`src/rtl/core/ips_pkg.sv`:
```
// shared types and constants for the integer prefix scan unit
// no dependencies

`default_nettype none

package ips_pkg;

    localparam int unsigned DATA_W = 32;

    localparam logic signed [DATA_W-1:0] NA_CODE = {1'b1, {(DATA_W-1){1'b0}}};
    localparam logic signed [DATA_W-1:0] INT_MAX = {1'b0, {(DATA_W-1){1'b1}}};

    localparam logic [1:0] MODE_SUM = 2'd0;
    localparam logic [1:0] MODE_MAX = 2'd1;
    localparam logic [1:0] MODE_MIN = 2'd2;

    localparam logic [2:0] ADDR_SCAN_MODE = 3'd0;

    typedef struct packed {
        logic signed [DATA_W-1:0] element;
        logic                     last_element;
    } ips_in_t;

    typedef struct packed {
        logic signed [DATA_W-1:0] running_value;
        logic                     overflowed;
        logic                     last_result;
    } ips_out_t;

endpackage

`default_nettype wire

```
`src/rtl/core/integer_prefix_scan_unit.sv`:
```
// integer prefix scan unit: an accepted item goes from s_item to m_valid through
// the input register, then scan logic into the result register
// throughput one item per cycle; stalls only when the result register is held
// synchronous active-low reset empties both registers, clears the scan state
// and sets scan_mode to cumulative sum
// depends on ips_pkg, ips_cfg_regs, ips_scan_core

`default_nettype none

module integer_prefix_scan_unit (
    input  wire logic             aclk,
    input  wire logic             aresetn,
    input  wire logic             s_valid,
    output logic                  s_ready,
    input  wire ips_pkg::ips_in_t s_item,
    output logic                  m_valid,
    input  wire logic             m_ready,
    output ips_pkg::ips_out_t     m_item,
    input  wire logic             psel,
    input  wire logic             penable,
    input  wire logic             pwrite,
    input  wire logic [2:0]       paddr,
    input  wire logic [31:0]      pwdata,
    output logic [31:0]           prdata,
    output logic                  pready
);
    import ips_pkg::*;

    logic       in_valid_reg;
    logic       in_valid_next;
    ips_in_t    in_item_reg;
    logic       out_valid_reg;
    logic       out_valid_next;
    ips_out_t   out_item_reg;
    ips_out_t   scan_result;
    logic [1:0] scan_mode;
    logic       advance;
    logic       s_take;

    ips_cfg_regs u_cfg (
        .aclk      (aclk),
        .aresetn   (aresetn),
        .psel      (psel),
        .penable   (penable),
        .pwrite    (pwrite),
        .paddr     (paddr),
        .pwdata    (pwdata),
        .prdata    (prdata),
        .pready    (pready),
        .scan_mode (scan_mode)
    );

    ips_scan_core u_core (
        .aclk      (aclk),
        .aresetn   (aresetn),
        .advance   (advance),
        .scan_mode (scan_mode),
        .item      (in_item_reg),
        .result    (scan_result)
    );

    assign advance = in_valid_reg & (~out_valid_reg | m_ready);
    assign s_ready = ~in_valid_reg | advance;
    assign s_take  = s_valid & s_ready;

    always_comb begin
        in_valid_next = s_take | (in_valid_reg & ~advance);
        out_valid_next = advance | (out_valid_reg & ~m_ready);
    end

    always_ff @(posedge aclk) begin
        if (!aresetn) begin
            in_valid_reg  <= 1'b0;
            out_valid_reg <= 1'b0;
        end else begin
            in_valid_reg  <= in_valid_next;
            out_valid_reg <= out_valid_next;
        end
    end

    always_ff @(posedge aclk) begin
        if (s_take) begin
            in_item_reg <= s_item;
        end
        if (advance) begin
            out_item_reg <= scan_result;
        end
    end

    assign m_valid = out_valid_reg;
    assign m_item  = out_item_reg;

endmodule

`default_nettype wire

```
`src/rtl/core/ips_cfg_regs.sv`:
```
// apb configuration register block: holds scan_mode
// depends on ips_pkg

`default_nettype none

module ips_cfg_regs (
    input  wire logic        aclk,
    input  wire logic        aresetn,
    input  wire logic        psel,
    input  wire logic        penable,
    input  wire logic        pwrite,
    input  wire logic [2:0]  paddr,
    input  wire logic [31:0] pwdata,
    output logic [31:0]      prdata,
    output logic             pready,
    output logic [1:0]       scan_mode
);
    import ips_pkg::*;

    logic [1:0] mode_reg;
    logic [1:0] mode_next;
    logic       wr_en;
    logic       sel_mode;

    assign pready   = 1'b1;
    assign sel_mode = (paddr[2] == ADDR_SCAN_MODE[2]);
    assign wr_en    = psel & penable & pwrite & pready;

    always_comb begin
        mode_next = mode_reg;
        if (wr_en && sel_mode) begin
            mode_next = pwdata[1:0];
        end
    end

    always_ff @(posedge aclk) begin
        if (!aresetn) begin
            mode_reg <= MODE_SUM;
        end else begin
            mode_reg <= mode_next;
        end
    end

    always_comb begin
        prdata = 32'd0;
        if (sel_mode) begin
            prdata = {30'd0, mode_reg};
        end
    end

    assign scan_mode = mode_reg;

endmodule

`default_nettype wire

```
`src/rtl/core/ips_scan_core.sv`:
```
// scan datapath: running sum, max or min with na and overflow tracking
// depends on ips_pkg

`default_nettype none

module ips_scan_core (
    input  wire logic            aclk,
    input  wire logic            aresetn,
    input  wire logic            advance,
    input  wire logic [1:0]      scan_mode,
    input  wire ips_pkg::ips_in_t  item,
    output ips_pkg::ips_out_t      result
);
    import ips_pkg::*;

    logic signed [DATA_W-1:0] acc_reg;
    logic signed [DATA_W-1:0] acc_next;
    logic                     halted_reg;
    logic                     halted_next;
    logic                     ovf_reg;
    logic                     ovf_next;
    logic                     first_reg;
    logic                     first_next;

    logic signed [DATA_W:0]   sum_wide;
    logic                     sum_out;
    logic signed [DATA_W-1:0] max_val;
    logic signed [DATA_W-1:0] min_val;

    assign sum_wide = {acc_reg[DATA_W-1], acc_reg} + {item.element[DATA_W-1], item.element};
    // out of range when it does not fit, or lands on the na code
    assign sum_out  = (sum_wide[DATA_W] != sum_wide[DATA_W-1])
                    || (sum_wide[DATA_W-1:0] == NA_CODE);
    assign max_val  = (acc_reg > item.element) ? acc_reg : item.element;
    assign min_val  = (acc_reg < item.element) ? acc_reg : item.element;

    always_comb begin
        acc_next             = acc_reg;
        halted_next          = halted_reg;
        ovf_next             = ovf_reg;
        first_next           = first_reg;
        result.running_value = NA_CODE;
        if (!halted_reg) begin
            first_next = 1'b0;
            if (item.element == NA_CODE) begin
                halted_next = 1'b1;
            end else begin
                unique case (scan_mode)
                    MODE_SUM: begin
                        if (sum_out) begin
                            halted_next = 1'b1;
                            ovf_next    = 1'b1;
                        end else begin
                            acc_next             = sum_wide[DATA_W-1:0];
                            result.running_value = sum_wide[DATA_W-1:0];
                        end
                    end
                    MODE_MAX: begin
                        acc_next             = first_reg ? item.element : max_val;
                        result.running_value = acc_next;
                    end
                    MODE_MIN: begin
                        acc_next             = first_reg ? item.element : min_val;
                        result.running_value = acc_next;
                    end
                    default: begin
                        halted_next = 1'b1;
                    end
                endcase
            end
        end
        result.overflowed  = ovf_next;
        result.last_result = item.last_element;
        if (item.last_element) begin
            acc_next    = '0;
            halted_next = 1'b0;
            ovf_next    = 1'b0;
            first_next  = 1'b1;
        end
    end

    always_ff @(posedge aclk) begin
        if (!aresetn) begin
            acc_reg    <= '0;
            halted_reg <= 1'b0;
            ovf_reg    <= 1'b0;
            first_reg  <= 1'b1;
        end else if (advance) begin
            acc_reg    <= acc_next;
            halted_reg <= halted_next;
            ovf_reg    <= ovf_next;
            first_reg  <= first_next;
        end
    end

endmodule

`default_nettype wire

```
`config.mk`:
```
export PLATFORM = sky130hd
export DESIGN_NAME = integer_prefix_scan_unit
export DESIGN_NICKNAME = d
export VERILOG_FILES = /design/src/rtl/core/ips_pkg.sv /design/src/rtl/core/integer_prefix_scan_unit.sv /design/src/rtl/core/ips_cfg_regs.sv /design/src/rtl/core/ips_scan_core.sv
export SDC_FILE = /design/constraint.sdc
export NUM_CORES = 1
export LEC_CHECK = 0
export BUFFER_PORTS_ARGS = -buffer_cell sky130_fd_sc_hd__buf_2
export CAP_MARGIN = 20
export CORE_MARGIN = 1
export CORE_UTILIZATION = 50
export DETAILED_ROUTE_END_ITERATION = 7
export PLACE_DENSITY = 0.72
export SLEW_MARGIN = 15
export SYNTH_ARGS = -nofsm -noshare
export SYNTH_HDL_FRONTEND = slang
export SYNTH_SLANG_ARGS = --single-unit
```
`constraint.sdc`:
```
create_clock -name aclk -period 4.2 [get_ports aclk]
set_input_delay 0 -clock aclk [delete_from_list [all_inputs] [get_ports aclk]]
set_output_delay 0 -clock aclk [all_outputs]
set_load 0.1 [all_outputs]
```
### Word level (Yosys, flattened, before mapping)

Cells that the tools add are included.

| cells by class | value |
|---|---|
| add/subtract/negate cells | 1 |
| order comparisons | 2 |
| equality and inequality tests | 8 |
| muxes and demuxes | 24 |
| bitwise logic cells | 15 |
| reductions and logical operators | 8 |

Operator list:

| operator | count |
|---|---|
| 32-bit two-way mux | 9 |
| 32-bit one-hot mux with 3 select lines | 2 |
| 32-bit == test, second input constant | 2 |
| 32-bit by 32-bit adder with 33-bit output | 1 |
| 32-bit greater-than comparator | 1 |
| 32-bit < comparator | 1 |
| 1-bit two-way mux | 11 |
| 1-bit AND | 6 |
| 1-bit inverter | 5 |
| 5-bit AND reduction | 1 |
| 2-bit != test, second input constant | 2 |
| 1-bit OR | 4 |
| 4-bit nonzero test | 1 |
| 2-bit OR reduction | 2 |
| 3-bit != test, second input constant | 1 |
| 2-bit by 1-bit == test with 1-bit output, second input constant | 1 |
| 2-bit == test, second input constant | 1 |
| 2-bit zero test | 1 |
| 2-bit two-way mux | 1 |
| 1-bit one-hot mux with 2 select lines | 1 |
| 2-bit AND reduction | 1 |
| 1-bit logical AND | 1 |
| 1-bit logical OR | 1 |
| 1-bit != test | 1 |

| storage, ports and cells | value |
|---|---|
| flip-flop bits (word level) | 106 |
| input bits | 75 |
| output and inout bits | 69 |
| logic and storage cells | 70 |

### Logic depth before layout (Yosys ltp)

Gate-level depths: netlist of run 1.

| logic depth | value |
|---|---|
| depth in word-level cells | 8 |
| gate-level depth with buffers | 15 |
| depth with buffers taken out | 13 |

### Modules after synthesis

A second synthesis of run 1 with hierarchy kept.

| unflattened totals | value |
|---|---|
| cells, all modules | 868 |
| area total of the unflattened synthesis | 7937.6 um^2 |

Modules (own cells, without submodules):

| module | times used | cells each | area each (um^2) | sequential area each (um^2) |
|---|---|---|---|---|
| ips_scan_core | 1 | 748 | 5475.3 | 700.7 |
| integer_prefix_scan_unit | 1 | 76 | 2115.8 | 2052.0 |
| ips_cfg_regs | 1 | 44 | 346.6 | 40.0 |

### Least setup slack after synthesis of run 1

OpenSTA, ideal clock, no wires.

| path | value |
|---|---|
| path type | reg2reg |
| start point | register in_item_reg[1] (netlist bit) |
| end point | register out_item_reg (netlist bit m_item[24]) (data pin) |
| setup time | 271 ps |
| arrival | 3419 ps |
| data required time | 3929 ps |
| path slack | 510 ps |
| cell stages (with the launch flop) | 15 |
| path buffers | 1 |
| period minus slack after synthesis | 3690 ps |
| cells stage by stage | edfxtp_1 ha_1 fa_1 xnor2_1 nor3b_1 or4b_1 a211oi_1 nand4_1 nor4_1 nand4_1 nor4_2 a31oi_4 nand2_1 buf_2 o22ai_1 |

| on the way | value |
|---|---|
| cells in the longest elaborated chain, start to end | 5 |
| elaborated cells between the ends (all ways) | 14 |
| classes of those cells | 1 x add/sub; 2 x order compare; 3 x eq/ne; 6 x mux; 2 x reduce/logical |

Ends and longest elaborated chain:

| what | RTL line | text |
|---|---|---|
| from (decl) | integer_prefix_scan_unit.sv:31 | `ips_in_t in_item_reg;` |
| from (signal assigned) | integer_prefix_scan_unit.sv:83 | `in_item_reg <= s_item;` |
| 32-bit by 32-bit adder with 33-bit output | ips_scan_core.sv:30 | `assign sum_wide = {acc_reg[DATA_W-1], acc_reg} + {item.element[DATA_W-1], item.element};` |
| 32-bit == test or 1-bit != test (tied branches) | ips_scan_core.sv:33, ips_scan_core.sv:32 |  |
| 1-bit logical OR | ips_scan_core.sv:33 | `\|\| (sum_wide[DATA_W-1:0] == NA_CODE);` |
| 32-bit two-way mux | ips_scan_core.sv:50 | `if (sum_out) begin` |
| 32-bit one-hot mux with 3 select lines | ips_scan_core.sv:48 | `unique case (scan_mode)` |
| to (signal assigned) | integer_prefix_scan_unit.sv:86 | `out_item_reg <= scan_result;` |
| to (decl) | integer_prefix_scan_unit.sv:34 | `ips_out_t out_item_reg;` |

Parallel ways exist; a longest one is shown, timed or not.
A chain may end at the register's enable or synchronous reset.

### Worst setup path after layout of run 1

| path | value |
|---|---|
| start point | register in_item_reg[6] (netlist bit) |
| end point | register out_item_reg (netlist bit m_item[22]) (data pin) |

Same word-level chain as after synthesis.

==> results of run 1 <==
## logic make-up (layout without fill, tap and decap cells)
logic type / count (synthesis) / count (layout) / share of synthesized area, %
AOI/OAI and AO/OA: 264 / 264 / 22.9
adders and majority gates: 69 / 69 / 10.5
DFF: 106 / 106 / 33.6
buffers and inverters: 149 / 288 / 8.50
and+or+nand+nor: 274 / 274 / 16.9
muxes: 47 / 47 / 5.69
xor gates and xnor gates: 18 / 18 / 1.90
other: 2 / 31 / 0.0903
## per-layer routing
metal	routed length, um	global-route usage [%]	share of wire, %
met5	0	0	0
met2	11600	47.9	47
met3	1700	5.01	6.8
met1	10800	39.5	44
met4	733	12.5	2.9
## Yosys cell counts, types with 31 or more instances
cell type,n
sky130_fd_sc_hd__a22oi_1,33
sky130_fd_sc_hd__ha_1,68
sky130_fd_sc_hd__o22ai_1,32
sky130_fd_sc_hd__o21ai_0,31
sky130_fd_sc_hd__mux2i_1,45
sky130_fd_sc_hd__inv_1,70
sky130_fd_sc_hd__edfxtp_1,67
sky130_fd_sc_hd__dfxtp_1,39
sky130_fd_sc_hd__clkbuf_1,33
sky130_fd_sc_hd__nand2_1,78
sky130_fd_sc_hd__buf_4,31
sky130_fd_sc_hd__nor2_1,54
sky130_fd_sc_hd__a21oi_1,46
## worst max-delay path, stage by stage (launching register included)
cell                       delay [ns]
sky130_fd_sc_hd__edfxtp_1        0.48
sky130_fd_sc_hd__inv_1           0.10
sky130_fd_sc_hd__ha_2            0.33
sky130_fd_sc_hd__or4_1           0.60
sky130_fd_sc_hd__a211oi_1        0.39
sky130_fd_sc_hd__nor3_4          0.12
sky130_fd_sc_hd__o211a_1         0.25
sky130_fd_sc_hd__nor3_2          0.25
sky130_fd_sc_hd__nand4_1         0.22
sky130_fd_sc_hd__nor4_4          0.36
sky130_fd_sc_hd__a31oi_4         0.15
sky130_fd_sc_hd__nand2_1         0.17
sky130_fd_sc_hd__buf_4           0.21
sky130_fd_sc_hd__o22ai_1         0.13
## path summary, 6_finish.rpt
check                           slack [ns]                         endpoint
worst max-delay path                  0.15         m_item[22]$_SDFFCE_PP0P_
worst min-delay path                  0.13  u_cfg.scan_mode[0]$_SDFFE_PN0P_
worst max register to register        0.15         m_item[22]$_SDFFCE_PP0P_
worst min register to register        0.50      u_core.ovf_reg$_SDFFE_PN0P_
## area by class of cell
cell class,instances,area share (%)
clock buffer,10,2.27
tap,216,2.68
multi-input combinational,703,49.8
timing repair buffer,201,14.4
clock inverter,6,0.497
inverter,71,2.65
sequential,106,27.7
## per-stage QoR
stage	area (um2)	hold slack, ns	utilization [%]
3_5_place_dp	9310	0.178	58.0
6_report	10100	0.134	62.7
2_1_floorplan	8430	0.0989	-
5_1_grt	10100	0.155	62.7
3_3_place_gp	9310	0.176	58.0
4_1_cts	9990	0.117	62.2
## power groups by stage
stage,logic (mW),registers (mW),clock network (mW)
final,0.984,1.23,0.821
after detailed placement,0.928,1.25,0
after global placement,0.920,1.25,0
after CTS,0.960,1.23,0.841
after floorplan,0.546,1.41,0
after global routing,1.04,1.23,0.874
## timing repair
action	in CTS	in global routing
gates resized for setup	0	13
hold endpoints to repair	37	0
buffers inserted	0	1
setup endpoints to repair	0	64
hold buffers	40	0
==> results.toml, run 1 <==
[finish]
nets = 1236
layoutNonFillerInstCount = 1313
multi_input_gate_area_mm2 = 0.00501
layout.cells.most_common = "sky130_fd_sc_hd__buf_2"
largest_register_ff_count = 34
area.growth.synth_to_final_pct = 21.1
final.fill_count = 1362
final-seq-area_mm2 = 0.00279
antenna_cells = 0
most_frequent_cells_in_the_layout = "80 x sky130_fd_sc_hd__buf_2, 78 x sky130_fd_sc_hd__nand2_1, 77 x sky130_fd_sc_hd__buf_4"
drive_above_1_share_pct = 19.8

[die]
initial_utilization_pct = 51.8
fp.dieH_um = 131
ioPinCount = 144
dieWidth_um = 131
num_rows = 46
die_area_mm2 = 0.0172
fp.coreArea_mm2 = 0.0161

[routing]
via_per_inst = 5.95
route.vias.total = 7806
totalWireLength_mm = 24.9
post-route-drc-count = 0
drt_first_iter_violations = 698
postRouteAntennaNets = 0
dr.pass1.iters = 5
wl_per_cell_um = 18.9

[setup_path]
start_to_end_type_of_the_worst_setup_path = "flip-flop to flip-flop"
cp.required_ns = 4.29
startpoint = "in_item_reg[6]$_DFFE_PP_"
worstSetupStartpointType = "flip-flop"
timing.critical_path.fanout_max = 10
kind_of_end_point_of_the_critical_path = "flip-flop"
worst_r2r_path_depth = 13
rr_startpoint = "in_item_reg[6]$_DFFE_PP_"
arrival_ns = 4.14

[synth]
yosys_most_used_dff = "sky130_fd_sc_hd__edfxtp_1"
seq_area_frac_synth_pct = 33.6
netlist.area_leader.share_pct = 24.2
synth_enable_flop_cells = 67
synth_area_leaders = "sky130_fd_sc_hd__edfxtp_1 24%, sky130_fd_sc_hd__ha_1 10%, sky130_fd_sc_hd__dfxtp_1 9.4%"
async_flop_share_pct = 0
yosys.cell_types.count = 79
netlist_area_mm2 = 0.00832
cell_accounting_for_the_most_synthesized_area = "sky130_fd_sc_hd__edfxtp_1"
ys_seq_elements = 106
postSynthAreaPerCell_um2 = 8.96
yosys_warnings = 0
syn_inst = 929

[clocking]
count_of_clock_tree_sinks = 106
clock_latency_ns = 0.37
cts_inserted_buffers = 9
clk_root_buffer_cell = "sky130_fd_sc_hd__clkbuf_16"
clkSlewWorstSetupHoldPaths_ns = 0.08
cts_tree = "done"
cts_buffer_depth = 2
clock_tree.htree_level_count = 3

[placement]
place.detailed.instances = 1256
detailed_place_hpwl_mm = 18.1
buffer_ports.inserted = 80
finalWeightedCongestion = 1.00
pre_cts_setup_slack_ns = 0.100

[timing]
timing.final.hold_violations = 0
rsz0062_at_grt = "false"
finalClockSkew_ns = 0.0162
report.final.slew_viol_count = 0
worst-slew-pin-transition_ns = 0.945
timing.final.crit_share_pct = 96.4
fmaxAchievable_ghz = 0.247
final_period_minus_worst_setup_slack_ns = 4.05
fin_setup_tns_ns = 0
timing.slew.headroom_pct = 37.0
final_setup_fails = 0
post-route-worst-setup-slack_ns = 0.150

[pwr]
net-switching-power_mw = 1.14
power_density_mw_per_mm2 = 301
irDropWorstVdd_v = 0.000208
swShare_pct = 37.6
clock_power_share_pct = 27.1
pwr-share-comb_pct = 32.5
report.power.total_mw = 3.03
leakagePower_nw = 4.34
share_seq_of_total_power_pct = 40.5
cellInternalPower_mw = 1.89

[min_path]
holdCritStartpoint = "penable"
holdPathStages = 4
hp-class = "input pin to flip-flop"

[global_route]
maximum_number_of_pins_on_one_net_before_global_route_repair = 41
track_usage_pct = 29.8
final_global_route_overflow_total = 0
grt_antenna_before_repair = 0
first_global_vias = 7253
wire_length_of_the_first_global_routing_pass_mm = 38.3

[run_status]
run_status = "complete, no violations"

[job]
cap_violations = 0
(Power assumes the default switching activity.)
==> run 2: changes to the inputs <==
PLACE_DENSITY = 0.82   (was 0.72)
==> run 2 against run 1 <==
Effect of this change: total power increased by 3.1%; via count rose by 3.0%; combinational power grew 5%; flip-flop and latch count is the same; cell area up 3.0%; clock power up 6.1%; utilization rose by 1.9 points; critical path depth rose by 4; sequential power about the same; worst setup slack worse by 0.052 ns; fmax fell by 1.3%; hold slack got worse by 0.033 ns; critical path type unchanged.
==> results.toml, run 2 (synthesis gave the netlist of run 1 again) <==
[global_route]
maximum_number_of_pins_on_one_net_before_global_route_repair = 41
wire_length_of_the_first_global_routing_pass_mm = 39.4
first_global_vias = 7566
grt_antenna_before_repair = 0
track_usage_pct = 30.6
final_global_route_overflow_total = 0

[placement]
place.detailed.instances = 1266
pre_cts_setup_slack_ns = 0.0583
detailed_place_hpwl_mm = 18.9
buffer_ports.inserted = 80
finalWeightedCongestion = 0.936

[timing]
final_period_minus_worst_setup_slack_ns = 4.10
report.final.slew_viol_count = 0
timing.slew.headroom_pct = 36.8
final_setup_fails = 0
timing.final.hold_violations = 0
timing.final.crit_share_pct = 97.7
finalClockSkew_ns = 0.0117
post-route-worst-setup-slack_ns = 0.0983
worst-slew-pin-transition_ns = 0.947
fmaxAchievable_ghz = 0.244

[min_path]
holdCritStartpoint = "penable"
worstHoldEndpoint = "u_cfg.scan_mode[1]$_SDFFE_PN0P_"
holdPathStages = 4
hp-class = "input pin to flip-flop"

[finish]
most_frequent_cells_in_the_layout = "92 x sky130_fd_sc_hd__buf_4, 80 x sky130_fd_sc_hd__buf_2, 77 x sky130_fd_sc_hd__nand2_1"
final.fill_count = 1293
final-seq-area_mm2 = 0.00279
nets = 1255
layout.cells.most_common = "sky130_fd_sc_hd__buf_4"
drive_above_1_share_pct = 22.6
area.growth.synth_to_final_pct = 24.7
largest_register_ff_count = 34
layoutNonFillerInstCount = 1332
multi_input_gate_area_mm2 = 0.00511
antenna_cells = 0

[clocking]
cts_tree = "done"
clk_root_buffer_cell = "sky130_fd_sc_hd__clkbuf_16"
cts_inserted_buffers = 9
clock_latency_ns = 0.37
cts_buffer_depth = 2
clock_tree.htree_level_count = 3
count_of_clock_tree_sinks = 106
clkSlewWorstSetupHoldPaths_ns = 0.08

[setup_path]
r2r_slack_ns = 0.1
kind_of_end_point_of_the_critical_path = "flip-flop"
rr_startpoint = "in_item_reg[26]$_DFFE_PP_"
reg2reg_to = "u_core.acc_reg[0]$_SDFFE_PN0P_"
cp.required_ns = 4.51
start_to_end_type_of_the_worst_setup_path = "flip-flop to flip-flop"
arrival_ns = 4.41
worst_r2r_path_depth = 17
worstSetupStartpointType = "flip-flop"
timing.critical_path.fanout_max = 7

[die]
initial_utilization_pct = 51.8
num_rows = 46
die_area_mm2 = 0.0172
ioPinCount = 144
fp.coreArea_mm2 = 0.0161
dieWidth_um = 131
fp.dieH_um = 131

[pwr]
power_density_mw_per_mm2 = 302
irDropWorstVdd_v = 0.000215
leakagePower_nw = 4.45

[run_status]
run_status = "complete, no violations"

[routing]
post-route-drc-count = 0
totalWireLength_mm = 26.2
drt_first_iter_violations = 875
route.vias.total = 8039
wl_per_cell_um = 19.7
via_per_inst = 6.04
postRouteAntennaNets = 0
dr.pass1.iters = 6

[job]
cap_violations = 0
## run 2: through the flow
stage / total power, mW / instance area, um2 / util (%) / setup TNS [ns] / hold WS, ns
2_1_floorplan: 1.96 / 8430 / - / 0 / 0.0989
3_3_place_gp: 2.18 / 9400 / 58.6 / 0 / 0.177
3_5_place_dp: 2.19 / 9400 / 58.6 / 0 / 0.178
4_1_cts: 3.08 / 10100 / 62.9 / 0 / 0.0971
5_1_grt: 3.23 / 10400 / 64.6 / -0.147 / 0.131
6_report: 3.13 / 10400 / 64.6 / 0 / 0.100
## run 2: worst max-delay path by stage
stage	startpoint	end	slack [ns]	cells past startpoint
after global routing	in_item_reg[12]$_DFFE_PP_	u_core.acc_reg[2]$_SDFFE_PN0P_	-0.03	16
after CTS	in_item_reg[26]$_DFFE_PP_	m_item[26]$_SDFFCE_PP0P_	0.03	16
after detailed placement	in_item_reg[26]$_DFFE_PP_	m_item[26]$_SDFFCE_PP0P_	0.06	16
final	in_item_reg[26]$_DFFE_PP_	u_core.acc_reg[0]$_SDFFE_PN0P_	0.1	17
after global placement	in_item_reg[26]$_DFFE_PP_	m_item[26]$_SDFFCE_PP0P_	0.04	16
after floorplan	in_item_reg[1]$_DFFE_PP_	m_item[24]$_SDFFCE_PP0P_	0.51	14
## run 2: layer usage
metal / part of all wire, % / global-route usage (%)
met1: 42 / 40.0
met2: 45 / 48.2
met3: 8.4 / 6.07
met4: 4.3 / 15.5
met5: 0 / 0
## run 2: worst max-delay path, stage by stage (launching register included)
cell and delay [ns]:
sky130_fd_sc_hd__edfxtp_1 0.40, sky130_fd_sc_hd__inv_1 0.07, sky130_fd_sc_hd__ha_1 0.32, sky130_fd_sc_hd__nor4_2 0.41, sky130_fd_sc_hd__o21ai_0 0.23, sky130_fd_sc_hd__a41oi_2 0.29, sky130_fd_sc_hd__mux2_2 0.36, sky130_fd_sc_hd__a31oi_1 0.15
sky130_fd_sc_hd__nor3b_1 0.22, sky130_fd_sc_hd__buf_4 0.17, sky130_fd_sc_hd__nand4_1 0.16, sky130_fd_sc_hd__nor4_2 0.26, sky130_fd_sc_hd__buf_4 0.16, sky130_fd_sc_hd__a31oi_4 0.12, sky130_fd_sc_hd__o21ai_4 0.20, sky130_fd_sc_hd__buf_4 0.15
sky130_fd_sc_hd__buf_4 0.17, sky130_fd_sc_hd__mux2i_1 0.19
## run 2: layout make-up
cell class | count | area share (%)
clock buffers | 9 | 2.17
inverters | 71 | 2.57
flip-flops and latches | 106 | 26.9
well taps | 216 | 2.61
repair buffers | 220 | 15.8
multi-input cells | 703 | 49.2
clock inverters | 7 | 0.639
## run 2: what timing repair did
action                     in CTS  in global routing
hold buffers                   41                  0
hold endpoints to repair       37                  0
resized for setup               0                 31
setup buffers                   0                  7
setup endpoints to repair       0                 65
## run 2: where the power goes
group          leakage, nW  switching, mW  internal [mW]
Sequential           0.958         0.0449           1.18
Clock                0.145          0.449          0.421
Combinational         3.35          0.704          0.325
